File: src/hdl/tca_pkg.sv
// ----------------------------------------------------------------------------
// tca_pkg
// shared constants of the three-component gain control block
// ----------------------------------------------------------------------------
package tca_pkg;

    localparam int CFG_W      = 6;
    localparam int GAIN_W     = 32;
    localparam int GAIN_FRAC  = 28;
    localparam int ROOT_SHIFT = 2 * GAIN_FRAC;
    localparam int OUT_SHIFT  = 10;

    localparam logic [CFG_W-1:0] HALF_WINDOW_RESET = 6'd8;

endpackage

File: src/hdl/tca_lane.sv
// ----------------------------------------------------------------------------
// tca_lane
// one component lane: squared magnitude and gain scaling with saturation
// ----------------------------------------------------------------------------
module tca_lane
    import tca_pkg::*;
#(
    parameter int SAMPLE_BITS = 24
) (
    input  logic                          i_clk,
    input  logic signed [SAMPLE_BITS-1:0] i_sample,
    input  logic [GAIN_W-1:0]             i_gain,
    output logic [2*SAMPLE_BITS-1:0]      o_square,
    output logic signed [SAMPLE_BITS-1:0] o_scaled
);

    localparam int PROD_W = SAMPLE_BITS + GAIN_W + 1;
    localparam logic signed [PROD_W-1:0] SAT_HI =
        PROD_W'((64'd1 << (SAMPLE_BITS - 1)) - 64'd1);
    localparam logic signed [PROD_W-1:0] SAT_LO = -SAT_HI - PROD_W'(1);

    logic [SAMPLE_BITS-1:0]         mag;
    logic [2*SAMPLE_BITS-1:0]       r_square;
    logic signed [PROD_W-1:0]       r_prod;
    logic signed [PROD_W-1:0]       shifted;

    // the most negative value maps onto its own pattern, read unsigned
    assign mag = i_sample[SAMPLE_BITS-1] ? SAMPLE_BITS'(-i_sample) : SAMPLE_BITS'(i_sample);

    always_ff @(posedge i_clk) begin
        r_square <= mag * mag;
        r_prod   <= PROD_W'(i_sample) * $signed({{(SAMPLE_BITS+1){1'b0}}, i_gain});
    end

    // arithmetic shift gives the floor for both signs
    assign shifted = r_prod >>> OUT_SHIFT;

    always_comb begin
        if (shifted > SAT_HI) begin
            o_scaled = SAT_HI[SAMPLE_BITS-1:0];
        end else if (shifted < SAT_LO) begin
            o_scaled = SAT_LO[SAMPLE_BITS-1:0];
        end else begin
            o_scaled = shifted[SAMPLE_BITS-1:0];
        end
    end

    assign o_square = r_square;

endmodule

File: config.mk
export PLATFORM = sky130hd
export DESIGN_NAME = tca_lane
export DESIGN_NICKNAME = d
export VERILOG_FILES = /design/src/hdl/tca_pkg.sv /design/src/hdl/tca_lane.sv
export SDC_FILE = /design/constraint.sdc
export NUM_CORES = 2
export LEC_CHECK = 0
export BUFFER_PORTS_ARGS = -buffer_cell sky130_fd_sc_hd__buf_2
export CORE_ASPECT_RATIO = 0.75
export CORE_MARGIN = 5
export CORE_UTILIZATION = 34
export CTS_BUF_LIST = sky130_fd_sc_hd__clkbuf_8
export DETAILED_ROUTE_END_ITERATION = 12
export GPL_ROUTABILITY_DRIVEN = 0
export PLACE_DENSITY_LB_ADDON = 0.15
export SETUP_SLACK_MARGIN = 0.05
export SKIP_CTS_REPAIR_TIMING = 1
export SKIP_LAST_GASP = 1
export SLEW_MARGIN = 10
export SYNTH_ARGS = -nofsm -noshare
export SYNTH_HDL_FRONTEND = slang
export SYNTH_SLANG_ARGS = --single-unit
File: constraint.sdc
create_clock -name i_clk -period 23.5 [get_ports i_clk]
set_input_delay 4.7 -clock i_clk [delete_from_list [all_inputs] [get_ports i_clk]]
set_output_delay 4.7 -clock i_clk [all_outputs]
set_load 0.05 [all_outputs]
## Word level (Yosys, flattened, before mapping)

Cells that the tools add are included.

| storage, ports and cells | value |
|---|---|
| register bits after elaboration | 105 |
| input bits | 57 |
| output and inout bits | 72 |
| logic and storage cells | 10 |

| operators by class | value |
|---|---|
| $add $sub $neg | 1 |
| multiply operators | 2 |
| magnitude comparators | 2 |
| multiplexer cells | 3 |

Operators by type and width:

| kind | count |
|---|---|
| 24-bit two-way mux | 3 |
| 24-bit by 33-bit multiplier with 57-bit output | 1 |
| 24-bit by 24-bit multiplier with 48-bit output | 1 |
| 47-bit by 24-bit > comparator with 1-bit output, second input constant | 1 |
| 47-bit by 24-bit less-than comparator with 1-bit output, second input constant | 1 |
| 24-bit negation | 1 |

## Depth between registers and ports, before layout

| depth | value |
|---|---|
| word-level depth | 3 |
| mapped depth | 36 |
| gate-level depth less buffers | 34 |

## Least setup slack after synthesis

OpenSTA, ideal clock, no wires.

| timing path | value |
|---|---|
| path kind | input -> register |
| start point | in i_sample[11] |
| end point | reg r_square[46], in the netlist o_square[46] |
| setup time | 82 ps |
| arrival | 12676 ps |
| required time | 23418 ps |
| setup slack | 10742 ps |
| stages | 30 |
| buffers on the path | 2 |
| cell sequence | buf_2 or4_4 or3_4 or4_4 o31a_1 xnor2_4 buf_2 nor2_1 fa_1 fa_1 fa_1 inv_1 fa_1 inv_1 fa_1 fa_1 inv_1 fa_1 inv_1 ha_1 nand2_1 nand2_1 a21o_1 a21oi_1 nor3b_1 a2111oi_0 o21ai_0 a21oi_1 mux2_2 o2111ai_1 |

| between the ends | value |
|---|---|
| longest elaborated chain between the ends | 3 |

RTL lines:

| what | line | RTL |
|---|---|---|
| from (decl) | tca_lane.sv:11 | `input logic signed [SAMPLE_BITS-1:0] i_sample,` |
| 24-bit negation | tca_lane.sv:28 | `assign mag = i_sample[SAMPLE_BITS-1] ? SAMPLE_BITS'(-i_sample) : SAMPLE_BITS'(i_sample);` |
| 24-bit two-way mux * | tca_lane.sv:28 |  |
| 24-bit by 24-bit multiplier with 48-bit output * | tca_lane.sv:31 | `r_square <= mag * mag;` |
| to (signal assigned) | tca_lane.sv:31 |  |
| to (decl) | tca_lane.sv:23 | `logic [2*SAMPLE_BITS-1:0] r_square;` |

Every way passes the cells marked *; elsewhere a longest branch is shown, timed or not.

## Final worst setup path

| timing path | value |
|---|---|
| start point | in i_sample[0] |
| end point | reg r_square[41], in the netlist o_square[41] |

The elaborated chain is that of the path after synthesis.

==> results.txt <==
run status: completed
Slowest-stage cell, CP: xor2_1
Core Rows: 112
cell accounting for the most synthesized area: fa_1
Layout Area Growth over Synthesis: 6.14%
total number of H-tree levels: 3
Reg clk slew, reported paths: 0.13 ns
CTS tree: built
Final Hold Viols: 0
number of distinct library cells after synthesis: 71
setup TNS: 0 ns
Cell Area, Placed: 45100 um2
Fmax: 70.2 MHz
Worst path top cell family by delay: adder cells
sequential area share after synthesis: 4.41%
Top-Level Pins: 129
period utilization: 60.6%
total die area: 133000 um2
fin. max-slew vios: 0
# DRC: 0
pin count of the biggest net entering global routing: 60
initial antenna violation count: 11
crit start category: input pin
Yosys reg bits: 94
ys async rst share: 0%
smallest hold slack: 4.49 ns
gr ovfl total: 0
Max clock buf depth: 2
total CTS buffers: 9
total number of vias: 30426
count leader, synth: inv_1
Initial Utilization: 34.3%
CTS Sinks: 94
RSZ-0062 raised after global routing: false
Fill cells: 13005
Post-Synthesis Cell Area: 42700 um2
worst slew pin tran: 1.13 ns
Max Cap Viol: 0
share of the synthesized area in the top cell type: 50.6%
top cells by area, synth: fa_1, ha_1, inv_1
I/O Buffers: 127
critical path endpoint category: register
Non-Filler Instances: 6395
root buf cell: clkbuf_8
final wirelength: 126000 um
Finish-stage setup viols: 0
Most used DFF post-synth: dfxtp_1
Critical Path Max Stage Delay: 0.67 ns
Core Area: 125000 um2
share of cells above drive strength 1: 4.84%
EDFF count, synth: 0
Placed Cells: 6372
number of global-route vias before repair: 33844
Antenna Nets Post-Route: 0
minimum clock period after layout: 14.24 ns
HPWL after DPL: 98100 um
Commonest cells post-synth: inv_1, fa_1, nand2_1
Via density: 4.76
Max transition margin: 24.6%
DRT Pass-1 Iters: 7
Ys Warns: 0
Syn Inst Count: 4732
die height: 317 um
critical path required time: 23.99 ns
Bufs and invs on worst path: 7
CP max FO: 27
hold crit path type: input pin to register
WL/cell: 19.7 um
die width: 419 um
final instance area: 45300 um2
first-pass GRT wire length: 202000 um
fin nets: 6252
DRT iter0 DRCs: 1873
Syn Area/Cell: 9.02 um2
crit path DAT: 14.73 ns
critical path type: input pin to register
global-route usage over all layers: 20.0%
Critical Path Most Common Cell: fa_1
Worst Hold Depth: 1
Worst Hold End: o_square[0]
beginning of the worst hold path: i_sample[0]
-- layout by cell type (no fill, tap or decap), types with 10 or more instances in the layout --
master | Yosys | routed
a21o_1 | 61 | 61
a21oi_1 | 89 | 89
a31oi_1 | 12 | 12
and2_1 | 254 | 254
and3_1 | 11 | 11
buf_2 | 9 | 127
buf_4 | 1 | 60
conb_1 | 2 | 18
dfxtp_1 | 94 | 94
fa_1 | 1079 | 1079
ha_1 | 386 | 386
inv_1 | 1250 | 1250
nand2_1 | 734 | 734
nand2b_1 | 39 | 39
nand3_1 | 15 | 15
nand4_1 | 24 | 24
nor2_1 | 150 | 150
nor2b_1 | 16 | 16
nor4_1 | 10 | 10
o21ai_0 | 49 | 49
o21bai_1 | 13 | 12
xnor2_1 | 75 | 73
xor2_1 | 44 | 42
-- registers in the layout, indices dropped and copies added (netlist names) --
| signal | cells |
|---|---|
| o_square | 47 |
| r_prod | 47 |
-- cell families (layout without fill, tap and decap cells) --
family                     count (synthesis)  count (layout)  synth area share (%)
AOI/OAI and AO/OA                        283             283                  4.23
xor gates and xnor gates                 121             121                  2.55
adders and majority gates               1465            1465                  61.9
buffers and inverters                   1473            1460                  13.0
DFF                                       94              94                  4.41
muxes                                      3               3                0.0733
other                                      2              25                0.0176
and+or+nand+nor                         1291            1291                  13.8
-- metrics by stage --
step	setup slack [ns]	util, %
after global routing	8.63	36.4
after floorplan	10.74	-
final	9.26	36.4
after detailed placement	8.79	36.2
after global placement	8.99	36.2
after CTS	9.42	36.3
-- area by class of cell --
cell class	count	area, um2	share of cell area [%]
multi-input cells	3181	35300	78.0
inverters	1257	4720	10.4
well taps	1653	2070	4.57
flip-flops and latches	94	1880	4.15
repair buffers	187	1090	2.40
clock buffers	9	124	0.273
clock inverters	7	50.0	0.110
diodes	7	17.5	0.0387
-- per-layer routing --
layer | part of all wire (%) | up-vias | routed length [um] | global-route usage [%]
met3 | 6.1 | 93 | 7640 | 3.80
met5 | 0 | - | 0 | 0
met4 | 1.5 | 0 | 1900 | 3.23
met1 | 48 | 15904 | 59900 | 29.1
li1 | - | 13652 | - | -
met2 | 45 | 777 | 56400 | 31.5
-- how the worst max path moves through the flow --
| stage | from | endpoint | slack [ns] | cells after the start |
|---|---|---|---|---|
| 6_report | i_sample[0] | o_square[41] | 9.26 | 32 |
| 2_1_floorplan | i_sample[11] | o_square[46] | 10.74 | 30 |
| 3_3_place_gp | i_sample[13] | o_square[46] | 8.99 | 32 |
| 4_1_cts | i_sample[0] | o_square[41] | 9.42 | 32 |
| 5_1_grt | i_sample[0] | o_square[41] | 8.63 | 34 |
| 3_5_place_dp | i_sample[0] | o_square[41] | 8.79 | 34 |
Power is not shown: default switching activity piles up to over one toggle a cycle in this logic, so the estimate is an artifact.
