`config.mk`:
```
export PLATFORM = sky130hd
export DESIGN_NAME = tca_rsqrt
export DESIGN_NICKNAME = d
export VERILOG_FILES = /design/src/hdl/tca_pkg.sv /design/src/hdl/tca_rsqrt.sv
export SDC_FILE = /design/constraint.sdc
export NUM_CORES = 1
export LEC_CHECK = 0
export BUFFER_PORTS_ARGS = -buffer_cell sky130_fd_sc_hd__buf_2
export CAP_MARGIN = 20
export CORE_MARGIN = 2
export CORE_UTILIZATION = 40
export CTS_BUF_LIST = sky130_fd_sc_hd__clkbuf_2 sky130_fd_sc_hd__clkbuf_4 sky130_fd_sc_hd__clkbuf_8
export DETAILED_ROUTE_END_ITERATION = 10
export MAX_ROUTING_LAYER = met4
export PLACE_DENSITY_LB_ADDON = 0.08
export SYNTH_ARGS = -nofsm -noshare
export SYNTH_HDL_FRONTEND = slang
export SYNTH_SLANG_ARGS = --single-unit
export TNS_END_PERCENT = 10
```
`constraint.sdc`:
```
create_clock -name i_clk -period 11.9 [get_ports i_clk]
set_input_delay 1.785 -clock i_clk [delete_from_list [all_inputs] [get_ports i_clk]]
set_output_delay 1.785 -clock i_clk [all_outputs]
set_load 0.1 [all_outputs]
```
`src/hdl/tca_pkg.sv`:
```
// ----------------------------------------------------------------------------
// tca_pkg
// shared constants of the three-component gain control block
// ----------------------------------------------------------------------------
package tca_pkg;

    localparam int CFG_W      = 6;
    localparam int GAIN_W     = 32;
    localparam int GAIN_FRAC  = 28;
    localparam int ROOT_SHIFT = 2 * GAIN_FRAC;
    localparam int OUT_SHIFT  = 10;

    localparam logic [CFG_W-1:0] HALF_WINDOW_RESET = 6'd8;

endpackage

```
`src/hdl/tca_rsqrt.sv`:
```
// ----------------------------------------------------------------------------
// tca_rsqrt
// bit-serial gain search: largest g with g*g*ssq <= 3*count*2^56
// ----------------------------------------------------------------------------
module tca_rsqrt
    import tca_pkg::*;
#(
    parameter int SSQ_W = 54,
    parameter int CNT_W = 7
) (
    input  logic              i_clk,
    input  logic              i_rst_n,
    input  logic              i_start,
    input  logic [SSQ_W-1:0]  i_ssq,
    input  logic [CNT_W-1:0]  i_cnt,
    output logic              o_done,
    output logic [GAIN_W-1:0] o_gain
);

    localparam int ACC_W = SSQ_W + 2 * GAIN_W + 1;
    localparam int BIT_W = $clog2(GAIN_W);

    logic [ACC_W-1:0]  r_p;
    logic [ACC_W-1:0]  r_a;
    logic [ACC_W-1:0]  r_b;
    logic [ACC_W-1:0]  r_lim;
    logic [GAIN_W-1:0] r_gain;
    logic [BIT_W-1:0]  r_bit;
    logic              r_busy;
    logic              r_done;
    logic [ACC_W-1:0]  cand;

    // p = g^2*ssq, a = g*ssq << (b+1), b = ssq << 2b
    assign cand = r_p + r_a + r_b;

    always_ff @(posedge i_clk) begin
        if (!i_rst_n) begin
            r_busy <= 1'b0;
            r_done <= 1'b0;
        end else begin
            r_done <= 1'b0;
            if (i_start) begin
                r_p    <= '0;
                r_a    <= '0;
                r_b    <= ACC_W'(i_ssq) << (2 * (GAIN_W - 1));
                r_lim  <= (ACC_W'(i_cnt) * ACC_W'(3)) << ROOT_SHIFT;
                r_gain <= '0;
                r_bit  <= BIT_W'(GAIN_W - 1);
                r_busy <= 1'b1;
            end else if (r_busy) begin
                if (cand <= r_lim) begin
                    r_p           <= cand;
                    r_gain[r_bit] <= 1'b1;
                    r_a           <= (r_a >> 1) + r_b;
                end else begin
                    r_a <= r_a >> 1;
                end
                r_b   <= r_b >> 2;
                r_bit <= r_bit - BIT_W'(1);
                if (r_bit == '0) begin
                    r_busy <= 1'b0;
                    r_done <= 1'b1;
                end
            end
        end
    end

    assign o_done = r_done;
    assign o_gain = r_gain;

endmodule

```
# [After elaboration in Yosys (flattened, before gate mapping)]
# Cells that the tools add are included.
[totals] inputBits=64 n_memories=0 latch_bits=0 reg_bits=403 wordCells=43 rom_bits=0 ramBits=0
[classes] multipliers=1 n_reduce_logical=8 magnitude_cmp=3 n_bitwise=3 shifts=0 n_div=0 n_addsub=4 n_mux=15 n_eq_ne=0
[ops] cell="119-bit two-way mux" n=4
[ops] cell="118-bit by 117-bit adder with 119-bit output" n=1
[ops] cell="119-bit by 117-bit adder with 119-bit output" n=1
[ops] cell="119-bit adder" n=1
[ops] cell="119-bit by 65-bit <= comparator with 1-bit output" n=1
[ops] cell="117-bit two-way mux" n=1
[ops] cell="116-bit two-way mux" n=1
[ops] cell="32-bit two-way mux" n=2
[ops] cell="32-bit bitwise OR" n=1
[ops] cell="7-bit by 2-bit multiplier with 9-bit output (second input constant)" n=1
[ops] cell="5-bit by 6-bit less-than comparator with 1-bit output (second input constant)" n=1
[ops] cell="1-bit demux with 5-bit select" n=1
[ops] cell="5-bit by 1-bit greater-or-equal comparator with 1-bit output (second input constant)" n=1
[ops] cell="5-bit zero test" n=1
[ops] cell="1-bit two-way mux" n=5
[ops] cell="5-bit two-way mux" n=1
[ops] cell="5-bit by 1-bit subtractor with 5-bit output (second input constant)" n=1
[ops] cell="2-bit AND reduction" n=2
[ops] cell="2-bit nonzero test" n=2
[ops] cell="3-bit AND reduction" n=1
[ops] cell="3-bit OR reduction" n=1
[ops] cell="1-bit inverter" n=2
[ops] cell="1-bit logical AND" n=1

# [Logic depth before layout (Yosys ltp)]
# Gate-level depths: netlist (run 1).
[depth] ltp_word=7 ltp_mapped=33 ltp_nobuf=31

# [Least setup slack after synthesis (run 1)]
# OpenSTA, ideal clock, no wires.
[synth_path] path_kind="input-to-reg" startpoint="input i_start" endpoint="register r_gain[0], in the netlist o_gain[0], enable pin" slack_ns=-0.053 path_stages=4 n_path_buf=2 arrival_ns=11.430 setup_time_ns=0.524 cell_sequence="clkbuf_1 clkbuf_1 o21a_1 o21a_1"
[synth_between] elab_chain_len=2 word_cells_on_any_way=3 classes_between="reduce/logical: 3"
[synth_lines] element="start: declaration" line="tca_rsqrt.sv:13" source="input logic i_start,"
[synth_lines] element="2-bit nonzero test (no source line)"
[synth_lines] element="3-bit AND reduction (no source line) *"
[synth_lines] element="end signal: assignment" line="tca_rsqrt.sv:47" source="r_gain <= '0;"
[synth_lines] element="end signal: indexed assignment" line="tca_rsqrt.sv:53" source="r_gain[r_bit] <= 1'b1;"
[synth_lines] element="end: declaration" line="tca_rsqrt.sv:27" source="logic [GAIN_W-1:0] r_gain;"
# Mark *: on every way between the ends. The rest lies on a longest branch, timed or not.
# A chain may end at the register's enable or synchronous reset.

# [Final worst setup path (run 1)]
[layout_path] startpoint="register r_a[1]" endpoint="register r_p[60], enable pin"
[layout_between] elab_chain_len=5
[layout_lines] element="start: declaration" line="tca_rsqrt.sv:24" source="logic [ACC_W-1:0] r_a;"
[layout_lines] element="start signal: assignment" line="tca_rsqrt.sv:54" source="r_a <= (r_a >> 1) + r_b;"
[layout_lines] element="start signal: assignment" line="tca_rsqrt.sv:56" source="r_a <= r_a >> 1;"
[layout_lines] element="119-bit adder" line="tca_rsqrt.sv:34" source="assign cand = r_p + r_a + r_b;"
[layout_lines] element="119-bit by 117-bit adder with 119-bit output" line="tca_rsqrt.sv:34"
[layout_lines] element="net cand[57]" line="tca_rsqrt.sv:31" source="logic [ACC_W-1:0] cand;"
[layout_lines] element="119-bit by 65-bit <= comparator with 1-bit output" line="tca_rsqrt.sv:51" source="if (cand <= r_lim) begin"
[layout_lines] element="2-bit nonzero test (no source line)"
[layout_lines] element="3-bit AND reduction (no source line)"
[layout_lines] element="end signal: assignment" line="tca_rsqrt.sv:52" source="r_p <= cand;"
[layout_lines] element="end: declaration" line="tca_rsqrt.sv:23" source="logic [ACC_W-1:0] r_p;"
# The timed path passes the listed nets, and every way through them passes these cells.

==> results.tsv, run 1 <==
stage	metric	value	unit
status	status	finished clean	
floorplan	Site Rows	109	
power	peak supply drop	84.4	µV
timing	setup_tns	0	ns
synth	async set-or-reset flop fraction in the synthesized netlist	0	%
synth	ys flop type	edfxtp_1	
grt	initial antenna violation count	3	
timing	setup violators final	0	
worst_setup_path	flop2flop setup slack	2.43	ns
drt	WL/cell	22.9	µm
clock_network	largest buffer count on any clock path	3	
drt	DRT iter0 DRCs	2302	
clock_network	setup bufs post-CTS	0	
synth	Mapped Avg Cell Area	9.42	µm²
drt	DRC violations left	0	
worst_setup_path	CP max-delay cell	buf_4	
finish	P&R area growth vs syn	7.98	%
timing	f_max	106	MHz
floorplan	Ports	97	
clock_network	H-tree levels	3	
clock_network	cts bufs inserted	81	
synth	Mapped Area	35500	µm²
drt	via/cell ratio	5.92	
grt	Global Route Usage Sum	25.6	%
timing	crit share post-route	79.5	%
grt	gr ovfl total	0	
flow_run	max-cap check violation count	0	
finish	multi-input logic area	22200	µm²
timing	setup ws final	2.43	ns
worst_setup_path	CP Data Required Time	12.24	ns
power	PD cells	155	nW/µm²
worst_setup_path	Arr. time, crit path	9.81	ns
power	combinational share of power	44.9	%
timing	final clock skew	0.0548	ns
timing	worst rel slew slack	32.8	%
drt	final WL	114000	µm
worst_setup_path	kind of critical path	flip-flop to flip-flop	
finish	share of layout cells above drive strength 1	9.00	%
drt	Final ANT Viol Nets	0	
clock_network	Clk Tree Root Cell	clkbuf_8	
timing	worst-margin pin slew	1.00	ns
synth	top cells by count, synth	400 x edfxtp_1, 376 x nor2_1, 358 x a21oi_1, 277 x nand2_1, 256 x ha_1	
synth	Synth Register Bits	402	
floorplan	area of the core	88100	µm²
synth	Syn. warnings	0	
place	HPWL after detailed placement	89400	µm
finish	fillers	8763	
worst_setup_path	Worst Setup SP	r_a[1]	
synth	most common cell in the synthesized netlist	edfxtp_1	
grt	vias in the first global route	28941	
place	Placer Congestion	0.957	
synth	Unique masters post-synth	95	
place	Place WS	2.39	ns
place	PortBufs	96	
power	Net Switching	2510	µW
worst_setup_path	Critical Path End Type	flip-flop	
grt	pin count of the biggest net entering global routing	127	
worst_setup_path	Crit Path Max Fanout	62	
worst_setup_path	CP max stage delay	0.74	ns
timing	Tmin final	9.47	ns
clock_network	Worst-Skew Late Latency	0.74	ns
synth	dominant cell type by area after synthesis	edfxtp_1	
timing	RSZ-0062 raised after global routing	no	
floorplan	full die area	91100	µm²
worst_setup_path	Critical R2R Launch	r_a[1]	
clock_network	hold buffers post-CTS	0	
worst_hold_path	worst hold path class	flip-flop to flip-flop	
floorplan	Die W	302	µm
synth	top cell type's share of synthesized area	33.9	%
floorplan	initial core utilization	40.3	%
worst_setup_path	Setup crit end	r_p[60]	
clock_network	Clock Sinks	402	
drt	vias after detailed routing	29530	
worst_setup_path	R2R depth	29	
power	P_int	3430	µW
finish	final net count	4197	
finish	sequential cell area	12100	µm²
synth	syn nets	4207	
power	sequential power share	30.3	%
worst_setup_path	FF-to-FF End	r_p[60]	
timing	Final Hold Fails	0	
power	Clk network pwr share	24.8	%
floorplan	Die Span Y	302	µm
worst_setup_path	Critical Path Source Type	flip-flop	
synth	Cells after Synth	3768	
power	Sw Share	42.3	%
grt	first-pass GRT wire length	175000	µm
synth	number of synthesized flops with an enable pin	400	
drt	1st-pass router iterations	6	
clock_network	CTS tree	done	
clock_network	Worst-path clk slew	0.06	ns
synth	top cells by area, synth	edfxtp_1 34%, ha_1 9.0%, fa_1 6.7%	
synth	sequential share of the synthesized area	34.0	%
clock_network	Post-CTS Resized	0	
timing	max-slew violations	0	
power	Leak	0.0145	µW
critical path: cells and delay by family (launching register included):
family / cells / cell delay, ns
xor gates and xnor gates: 1 / 0.45
AOI/OAI and AO/OA: 9 / 2.87
DFF: 1 / 0.44
and+or+nand+nor: 12 / 2.40
adders and majority gates: 4 / 1.33
buffers and inverters: 3 / 1.46
flip-flops by register name (all words and copies together) (netlist names):
name,count
r_p,119
r_a,119
r_b,116
o_gain,32
o_done,1
r_lim,9
r_bit,5
r_busy,1
per-layer routing:
layer	track usage, %	wire [µm]	vias to the layer above
met5	-	0	-
met4	6.59	2900	0
met3	3.67	6100	164
met2	37.6	50000	834
met1	37.0	55100	14519
li1	-	-	14013
metrics by stage:
step,total power (µW),cell area [µm²],hold slack [ns],instances,util (%)
2_1_floorplan,3650,35500,0.414,3768,-
3_3_place_gp,4470,36700,0.445,4840,41.6
3_5_place_dp,4440,36700,0.441,4840,41.6
4_1_cts,5960,38300,0.454,4987,43.5
5_1_grt,6310,38300,0.471,4989,43.5
6_report,5940,38300,0.454,4991,43.5
worst min path at each step:
stage	startpoint	end	slack [ns]	depth (start not counted)
after detailed placement	r_busy	o_done	0.44	2
after CTS	r_busy	o_done	0.45	2
final	r_busy	o_done	0.45	2
after global routing	r_busy	o_done	0.47	2
after global placement	r_busy	o_done	0.44	2
after floorplan	r_busy	o_done	0.41	2
kinds of logic after synthesis:
group           after synthesis  share of synthesized area [%]
buf+inv                     297                           3.48
mux                         176                           5.16
compound gates             1073                           19.3
xor+xnor                    216                           5.33
simple gates               1229                           17.0
flops                       402                           34.0
fa+ha+maj                   375                           15.7
cell type report:
cell class / instances / share of cell area, %
antenna: 4 / 0.0261
clock buffer: 118 / 3.75
tap: 1165 / 3.80
timing repair buffer: 112 / 1.63
inverter: 92 / 0.901
sequential: 402 / 31.5
multi-input combinational: 3069 / 58.0
clock inverter: 29 / 0.464
cells in the final DEF (no fill, tap or decap), types with 119 or more instances in the layout:
cell        n
nor2b_1   146
ha_1      256
xnor2_1   120
a21oi_1   358
nand2_1   277
edfxtp_1  400
fa_1      119
nor2_1    376
mux2i_1   120
o21ai_0   198
power by group through the flow:
| stage | clock network, µW | logic (µW) | registers (µW) |
|---|---|---|---|
| 2_1_floorplan | 0 | 1820 | 1830 |
| 3_3_place_gp | 0 | 2640 | 1830 |
| 3_5_place_dp | 0 | 2610 | 1830 |
| 4_1_cts | 1520 | 2630 | 1810 |
| 5_1_grt | 1580 | 2910 | 1820 |
| 6_report | 1470 | 2670 | 1800 |
(Power assumes the default switching activity.)
==> inputs of run 2 (changes only) <==
==> constraint.sdc (replaced) <==
create_clock -name i_clk -period 9.9 [get_ports i_clk]
set_input_delay 1.485 -clock i_clk [delete_from_list [all_inputs] [get_ports i_clk]]
set_output_delay 1.485 -clock i_clk [all_outputs]
set_load 0.1 [all_outputs]
==> run 2 against run 1 <==
Register-to-register slack got worse by 1.1 ns. Highest routed layer unchanged. Design area grew 0.31%. Sequential cell count did not move. Largest power group unchanged. Critical path type unchanged. Non-clock buffer count decreased by 1.
==> results.tsv, run 2 (synthesis results as in run 1) <==
stage	metric	value	unit
timing	setup ws final	1.37	ns
drt	Final ANT Viol Nets	0	
power	Leak	0.0145	µW
worst_setup_path	FF-to-FF End	r_a[116]	
finish	post-layout util	43.6	%
worst_hold_path	worst hold stages	2	
grt	GR Util met2	37.9	%
drt	final WL	115000	µm
timing	setup_tns	0	ns
floorplan	full die area	91100	µm²
drt	DRT iter0 DRCs	2139	
timing	worst rel slew slack	20.9	%
clock_network	CTS tree	done	
clock_network	largest buffer count on any clock path	3	
finish	most frequent cells in the layout	400 x edfxtp_1, 376 x nor2_1, 358 x a21oi_1, 277 x nand2_1, 256 x ha_1	
clock_network	H-tree levels	3	
finish	P&R area growth vs syn	8.32	%
clock_network	cts bufs inserted	82	
floorplan	area of the core	88100	µm²
clock_network	Worst-path clk slew	0.06	ns
grt	first-pass GRT wire length	178000	µm
grt	met1 GRT Util	37.2	%
grt	vias in the first global route	28952	
clock_network	setup bufs post-CTS	0	
worst_setup_path	kind of critical path	flip-flop to flip-flop	
flow_run	max-cap check violation count	0	
status	status	finished clean	
clock_network	Clock Sinks	402	
place	Place WS	1.23	ns
worst_setup_path	Critical Path End Type	flip-flop	
clock_network	hold buffers post-CTS	0	
drt	1st-pass router iterations	5	
drt	via/cell ratio	5.90	
power	peak supply drop	119	µV
finish	Post-Layout Cell Count	4994	
place	Placed Cells	4839	
timing	crit share post-route	86.1	%
power	Sw Share	42.2	%
clock_network	Worst-Skew Late Latency	0.75	ns
timing	worst-margin pin slew	1.19	ns
finish	share of layout cells above drive strength 1	8.92	%
floorplan	Die W	302	µm
floorplan	initial core utilization	40.3	%
grt	met3 Usage GRT	4.53	%
worst_setup_path	Critical Path Source Type	flip-flop	
clock_network	Clk Tree Root Cell	clkbuf_8	
finish	biggest regs	r_a (119), r_p (119), r_b (116)	
timing	final clock skew	0.0764	ns
drt	WL/cell	23.1	µm
worst_setup_path	CP top delay family	compound AO/OA/AOI/OAI gates	
worst_setup_path	Critical R2R Launch	r_a[1]	
worst_setup_path	CP max stage delay	0.53	ns
grt	initial antenna violation count	2	
power	Clk network pwr share	26.0	%
worst_hold_path	worst hold path class	flip-flop to flip-flop	
finish	commonest non-fill, non-tap cell in the layout	edfxtp_1	
worst_hold_path	HP Start	r_busy	
timing	setup violators final	0	
place	Placer Congestion	0.985	
worst_setup_path	CP Data Required Time	10.40	ns
floorplan	Ports	97	
timing	RSZ-0062 raised after global routing	no	
grt	gr ovfl total	0	
power	PD cells	189	nW/µm²
power	sequential power share	29.9	%
power	combinational share of power	44.1	%
timing	f_max	117	MHz
worst_setup_path	flop2flop setup slack	1.37	ns
place	PortBufs	96	
grt	Global Route Usage Sum	25.9	%
clock_network	Post-CTS Resized	0	
timing	max-slew violations	0	
worst_setup_path	R2R depth	29	
worst_setup_path	CP max-delay cell	fa_1	
timing	Tmin final	8.53	ns
drt	vias after detailed routing	29454	
power	P_int	4200	µW
timing	Final Hold Fails	0	
floorplan	Die Span Y	302	µm
drt	DRC violations left	0	
power	Net Switching	3060	µW
worst_hold_path	hold endpoint	o_done	
finish	final net count	4197	
worst_setup_path	Arr. time, crit path	9.03	ns
floorplan	Site Rows	109	
worst_setup_path	CP Buf/Inv Count	2	
worst_setup_path	Crit Path Max Fanout	121	
grt	pin count of the biggest net entering global routing	122	
place	HPWL after detailed placement	90100	µm
grt	GR peak layer	met2	
==> run 2: worst min-delay path: stages (launching register included) <==
cell and delay, ns:
dfxtp_1 0.32, nand2_1 0.06, nor3_1 0.03
==> run 2: how the worst max path moves through the flow <==
stage,start,end,slack (ns),depth (start not counted)
after floorplan,r_a[1],o_gain[0],0.09,26
after detailed placement,r_a[1],r_a[116],1.23,29
final,r_a[1],r_a[116],1.37,29
after global routing,r_a[1],r_a[116],0.72,29
after global placement,r_a[1],r_a[116],1.51,29
after CTS,r_a[1],r_a[116],1.21,29
==> run 2: per-layer routing <==
metal | share of wire, % | routed length (µm)
met1 | 48 | 55800
met2 | 43 | 50100
met3 | 5.9 | 6770
met4 | 2.3 | 2600
met5 | 0 | 0
==> run 2: layout make-up <==
class / count / area, µm²
Clock buffer: 106 / 1310
Fill cell: 8840 / 49700
Sequential cell: 402 / 12100
Inverter: 92 / 345
Antenna cell: 4 / 10.0
Tap cell: 1165 / 1460
Clock inverter: 45 / 407
Multi-Input combinational cell: 3069 / 22200
Timing Repair Buffer: 111 / 641
==> run 2: power groups by stage <==
| stage | Combinational (µW) | Clock (µW) | Sequential (µW) |
|---|---|---|---|
| after global routing | 3500 | 2020 | 2190 |
| after floorplan | 2180 | 0 | 2210 |
| after detailed placement | 3140 | 0 | 2210 |
| after CTS | 3160 | 1940 | 2170 |
| final | 3200 | 1890 | 2170 |
| after global placement | 3170 | 0 | 2200 |
==> run 2: stage by stage <==
step	hold WS [ns]	instance area (µm²)	power, µW
global route	0.464	38400	7700
finish	0.444	38400	7270
floorplan	0.414	35500	4390
CTS	0.451	38400	7270
detailed placement	0.442	36700	5340
global placement	0.438	36700	5370
